===== src/hw/rtl/cartridge_bank_mapper_with_scanline_irq_core_macros.svh =====
// Assertion helper macros for the cartridge mapper core
`ifndef CARTRIDGE_BANK_MAPPER_WITH_SCANLINE_IRQ_CORE_MACROS_SVH
`define CARTRIDGE_BANK_MAPPER_WITH_SCANLINE_IRQ_CORE_MACROS_SVH
// assert that a implies b on the next edge
`define CBM_ASSERT_NEXT(label, a, b) \
    label: assert property (@(posedge clk) disable iff (!rst_n) (a) |=> (b)) \
        else $error("assertion failed");
// assert that a implies b in the same cycle
`define CBM_ASSERT_NOW(label, a, b) \
    label: assert property (@(posedge clk) disable iff (!rst_n) (a) |-> (b)) \
        else $error("assertion failed");
`endif


===== src/hw/rtl/cbm_pkg.sv =====
// ----------------------------------------------------------------------------
// cbm_pkg
// Shared types and constants of the cartridge mapper core.
// ----------------------------------------------------------------------------
package cbm_pkg;
    localparam logic [2:0] FN_CPU_WR = 3'd0;
    localparam logic [2:0] FN_RD     = 3'd1;
    localparam logic [2:0] FN_NT_RD  = 3'd2;
    localparam logic [2:0] FN_NT_WR  = 3'd3;
    localparam logic [2:0] FN_TICK   = 3'd4;

    localparam logic [2:0] TG_NONE = 3'd0;
    localparam logic [2:0] TG_PROM = 3'd1;
    localparam logic [2:0] TG_PRAM = 3'd2;
    localparam logic [2:0] TG_CHR  = 3'd3;
    localparam logic [2:0] TG_CIRAM = 3'd4;

    typedef struct packed {
        logic [2:0]  func;
        logic [15:0] addr;
        logic [7:0]  wdata;
        logic        ppu_rendering;
        logic        tall_sprites;
        logic        fetching_sprites;
        logic [8:0]  scanline;
        logic [8:0]  dot;
        logic        render_on;
        logic        irq_masked;
    } item_t;

    typedef struct packed {
        logic [7:0]  rdata;
        logic [2:0]  target;
        logic [20:0] phys_addr;
        logic        ext_write;
        logic        irq_assert;
    } result_t;

    typedef enum logic [1:0] {
        ST_IDLE,
        ST_MOD,
        ST_OUT
    } exec_state_t;
endpackage


===== src/hw/rtl/cbm_queue.sv =====
// ----------------------------------------------------------------------------
// cbm_queue
// Two-entry item queue between the input side and the execute side.
// ----------------------------------------------------------------------------
module cbm_queue (
    input  logic          clk,
    input  logic          rst_n,
    input  logic          in_valid,
    output logic          in_ready,
    input  cbm_pkg::item_t in_item,
    output logic          out_valid,
    input  logic          out_ready,
    output cbm_pkg::item_t out_item
);
    import cbm_pkg::*;

    item_t      slot_reg [2];
    logic       wp_reg, rp_reg;
    logic [1:0] cnt_reg;
    logic       push, pop;

    assign in_ready  = (cnt_reg != 2'd2);
    assign out_valid = (cnt_reg != 2'd0);
    assign out_item  = slot_reg[rp_reg];
    assign push = in_valid && in_ready;
    assign pop  = out_valid && out_ready;

    always_ff @(posedge clk)
    begin
        if (push)
        begin
            slot_reg[wp_reg] <= in_item;
        end
    end

    always_ff @(posedge clk or negedge rst_n)
    begin
        if (!rst_n)
        begin
            wp_reg  <= 1'b0;
            rp_reg  <= 1'b0;
            cnt_reg <= 2'd0;
        end
        else
        begin
            if (push) wp_reg <= ~wp_reg;
            if (pop)  rp_reg <= ~rp_reg;
            cnt_reg <= cnt_reg + {1'b0, push} - {1'b0, pop};
        end
    end
endmodule


===== config.mk =====
export PLATFORM = sky130hd
export DESIGN_NAME = cbm_queue
export DESIGN_NICKNAME = d
export VERILOG_FILES = /design/src/hw/rtl/cartridge_bank_mapper_with_scanline_irq_core_macros.svh /design/src/hw/rtl/cbm_pkg.sv /design/src/hw/rtl/cbm_queue.sv
export SDC_FILE = /design/constraint.sdc
export NUM_CORES = 1
export LEC_CHECK = 0
export BUFFER_PORTS_ARGS = -buffer_cell sky130_fd_sc_hd__buf_2
export CAP_MARGIN = 20
export CORE_ASPECT_RATIO = 1.25
export CORE_MARGIN = 8
export CORE_UTILIZATION = 40
export CTS_CLUSTER_DIAMETER = 80
export DETAILED_ROUTE_END_ITERATION = 6
export PLACE_DENSITY_LB_ADDON = 0.12
export SLEW_MARGIN = 20
export SYNTH_ARGS = -nofsm -noshare
export SYNTH_HDL_FRONTEND = slang
export SYNTH_SLANG_ARGS = --single-unit

===== constraint.sdc =====
create_clock -name clk -period 9.9 [get_ports clk]
set_input_delay 1.98 -clock clk [delete_from_list [all_inputs] [get_ports clk]]
set_output_delay 1.98 -clock clk [all_outputs]
set_load 0.01 [all_outputs]

== Yosys cells after proc, flatten, opt, wreduce, memory -nomap -nowiden ==
Memories as Yosys holds them, arrays and structs flattened.
Cells that the tools add are included.
Storage, ports and cells
  register bits: 4
  RAM bits: 100
  output and inout bits: 52
  logic and storage cells: 14
  memories: 1
Cells by class
  $add $sub $neg: 2
  eq/ne operators: 1
  mux-type cells: 2
  bitwise logic cells: 2
  reduce and logical (&&, ||, !) cells: 3
Memory list
  slot_reg: depth 2, bits a word 50, rd ports 1, clocked after Yosys merged registers in 0, write ports 1, RTL line cbm_queue.sv:17  | item_t slot_reg [2];
Operators by type and width (count)
  $add 2x1->2: 1
  $logic_and 1x1->1: 2
  $mux 1: 2
  $ne 2x2->1 const B: 1
  $not 1->1: 2
  $reduce_bool 2->1: 1
  $sub 2x1->2: 1

== Logic depth before layout (Yosys ltp) ==
  word-level depth: 4
  gate-level depth with buffers: 7
  gate-level depth less buffers: 7

== Worst setup path before layout ==
OpenSTA, ideal clock, no wires.
  path kind: input to register
  start: input in_valid
  end: memory slot_reg[0][0] (netlist name) (enable)
  data arrival time: 4.174 ns
  path slack: 5.268 ns
  stages on the path: 2
  path through: nand2_1 nor2_1
Between the ends
  word-level cells in the longest chain between the ends: 3
RTL lines
  from (decl): RTL line cbm_queue.sv:8  | input logic in_valid,
  $logic_and 1x1->1: RTL line cbm_queue.sv:25  | assign push = in_valid && in_ready;
  $mux 1: RTL line cbm_queue.sv:30  | if (push)
  $mux 1 (implied by the code): RTL line cbm_queue.sv:32  | slot_reg[wp_reg] <= in_item;
  to (decl): RTL line cbm_queue.sv:17
Every way passes these cells.

==> impl_metrics.json <==
{
  "outcome": "completed",
  "cts.path.max_buffers": 2,
  "io_pins": 106,
  "grt.total_usage": 0.112,
  "fin_nets": 342,
  "area_delta_synth_final_pct": 24.6,
  "max_stage_delay_ns": 0.74,
  "power.leakage_nw": 1.79,
  "cts_htree_levels": 3,
  "worst-endpoint-required_ns": 7.92,
  "placed_area_sq_um": 4480,
  "ant_nets": 0,
  "largest_reg_flops": 100,
  "synth_cells": 173,
  "multi_input_area_sq_um": 667,
  "register_area_sq_um": 3100,
  "yosys.area.top_type": "edfxtp_1",
  "ys_seq_area_frac": 0.810,
  "vias_per_cell": 4.59,
  "clk_latency_ns": 0.34,
  "yosys_warnings": 0,
  "gp_congestion": 0.641,
  "finalSetupViolCount": 0,
  "diodes": 0,
  "holdBufCountCts": 0,
  "io_buffer_count": 105,
  "post_cts_resized": 0,
  "row_count": 40,
  "dp_hpwl_mm": 4.85,
  "syn_avg_cell_area_sq_um": 22.2,
  "fmax_mhz": 246,
  "routed_wirelength_mm": 7.14,
  "skew_ns": 0.00423,
  "root_buffer": "clkbuf_16",
  "grt_overflow": 0,
  "fill_cells": 825,
  "dieHeight_microns": 125,
  "final_area_sq_um": 4780,
  "place_ws_ns": 6.13,
  "path_max_fanout": 27,
  "final_hold_viol_count": 0,
  "netlist_top_cells_area": "edfxtp_1 (78%), mux2_2 (14%), dfrtp_1 (2.6%)",
  "setup_tns_ns": 0,
  "crit_chain": "buf_4 -> mux2_2 -> buf_2",
  "rsz0062_at_grt": "no",
  "ys_types": 15,
  "yosysTopAreaCellShare": 0.784,
  "whs_ns": 0.537,
  "grt_max_degree": 51,
  "post-cts-setup-buffer-count": 0,
  "cpMaxStageDelayCell": "dfrtp_2",
  "drc": 0,
  "grt_antenna_before_repair": 0,
  "cts_tree": "yes",
  "clkTransAtPathRegs_ns": 0.06,
  "numClockSinks": 104,
  "worst_pin_slew_ns": 0.679,
  "cp.arrival_ns": 2.08,
  "finalCritPeriodShare": 0.411,
  "fin_crit_ns": 4.06,
  "firstDrtPassIters": 4,
  "hold_class": "reg -> reg",
  "critPathTopFamily": "flip-flops",
  "die_area_sq_um": 13000,
  "crit_type": "reg -> out",
  "ys_ff_latch": 104,
  "cts_buffers": 9,
  "grt_pass1_wl_mm": 11.3,
  "drtIter0Drc": 91,
  "core_area_sq_um": 9460,
  "power_density_nw_per_um2": 290,
  "grt_pass1_vias": 2206,
  "setup_ws_ns": 5.84,
  "start_util": 0.405,
  "drive_gt1_frac": 0.591,
  "wire_per_inst_microns": 17.1,
  "via_count": 1916,
  "worst-path-buf-inv": 2,
  "dieWidth_microns": 104,
  "syn_nets": 229,
  "syn_area_sq_um": 3830,
  "drv_cap": 0,
  "end_kind": "primary output",
  "maxSlewHeadroom": 0.548,
  "ir_drop_mv": 0.162,
  "maxSlewViolCount": 0,
  "cp-start-kind": "flip-flop"
}
==> Yosys cell counts <==
| cell | number |
|---|---|
| buf_6 | 6 |
| inv_1 | 1 |
| or2_1 | 1 |
| nand2b_1 | 1 |
| mux2_1 | 4 |
| xor2_1 | 1 |
| edfxtp_1 | 100 |
| and2_4 | 1 |
| nor2_1 | 1 |
| ha_1 | 2 |
| and3_1 | 1 |
| nand2_1 | 1 |
| xnor2_1 | 3 |
| mux2_2 | 46 |
| dfrtp_1 | 4 |
==> worst paths after layout <==
path                                      startpoint                         to  slack [ns]  cells after the start
worst min-delay path            cnt_reg[0]$_DFF_PN0_       cnt_reg[0]$_DFF_PN0_        0.54                      1
max in group asynchronous                      rst_n         rp_reg$_DFFE_PN0P_        8.32                      1
min in group asynchronous                      rst_n       cnt_reg[0]$_DFF_PN0_        1.44                      1
worst max register to register  cnt_reg[0]$_DFF_PN0_  slot_reg[0][18]$_DFFE_PP_        7.85                      4
worst min register to register  cnt_reg[0]$_DFF_PN0_       cnt_reg[0]$_DFF_PN0_        0.54                      1
worst max-delay path              rp_reg$_DFFE_PN0P_               out_item[40]        5.84                      3
==> cells in the final DEF (no fill, tap or decap), drive strengths merged, types with 2 or more instances in the layout <==
cell type / Yosys / layout
xnor2: 3 / 3
clkinv: 0 / 4
inv: 1 / 2
clkbuf: 0 / 9
buf: 6 / 108
ha: 2 / 2
mux2: 50 / 50
dfrtp: 4 / 4
edfxtp: 100 / 100
==> cell type report <==
cell class	count	area share
clock buffers	9	0.0471
clock inverters	7	0.0149
inverters	1	0.000786
multi-input cells	62	0.140
flip-flops and latches	104	0.650
well taps	126	0.0330
repair buffers	108	0.115
==> power breakdown <==
part	internal, mW	leakage, nW	switching (mW)
registers	0.603	0.974	0.0434
logic	0.186	0.674	0.207
clock network	0.196	0.141	0.149
==> per-stage QoR <==
stage	util	power [mW]	instances
2_1_floorplan	-	0.921	173
5_1_grt	0.505	1.46	417
3_3_place_gp	0.474	1.06	401
3_5_place_dp	0.474	1.06	401
4_1_cts	0.505	1.41	417
6_report	0.505	1.38	417
==> cells by family (layout without fill, tap and decap cells) <==
logic type                 count (synthesis)  count (layout)  share of synthesized area
DFF                                      104             104                      0.810
muxes                                     50              50                      0.147
buffers and inverters                      7             125                     0.0186
and+or+nand+nor                            6               6                    0.00914
xor gates and xnor gates                   4               4                    0.00914
adders and majority gates                  2               2                    0.00653
==> routing by layer <==
layer / global-route usage / wire (microns) / up-vias
met5: 0 / 0 / -
met4: 0.0598 / 138 / 0
met3: 0.0370 / 401 / 10
met2: 0.199 / 3810 / 59
met1: 0.114 / 2790 / 947
li1: - / - / 900
Power figures use the tool's default switching activity.
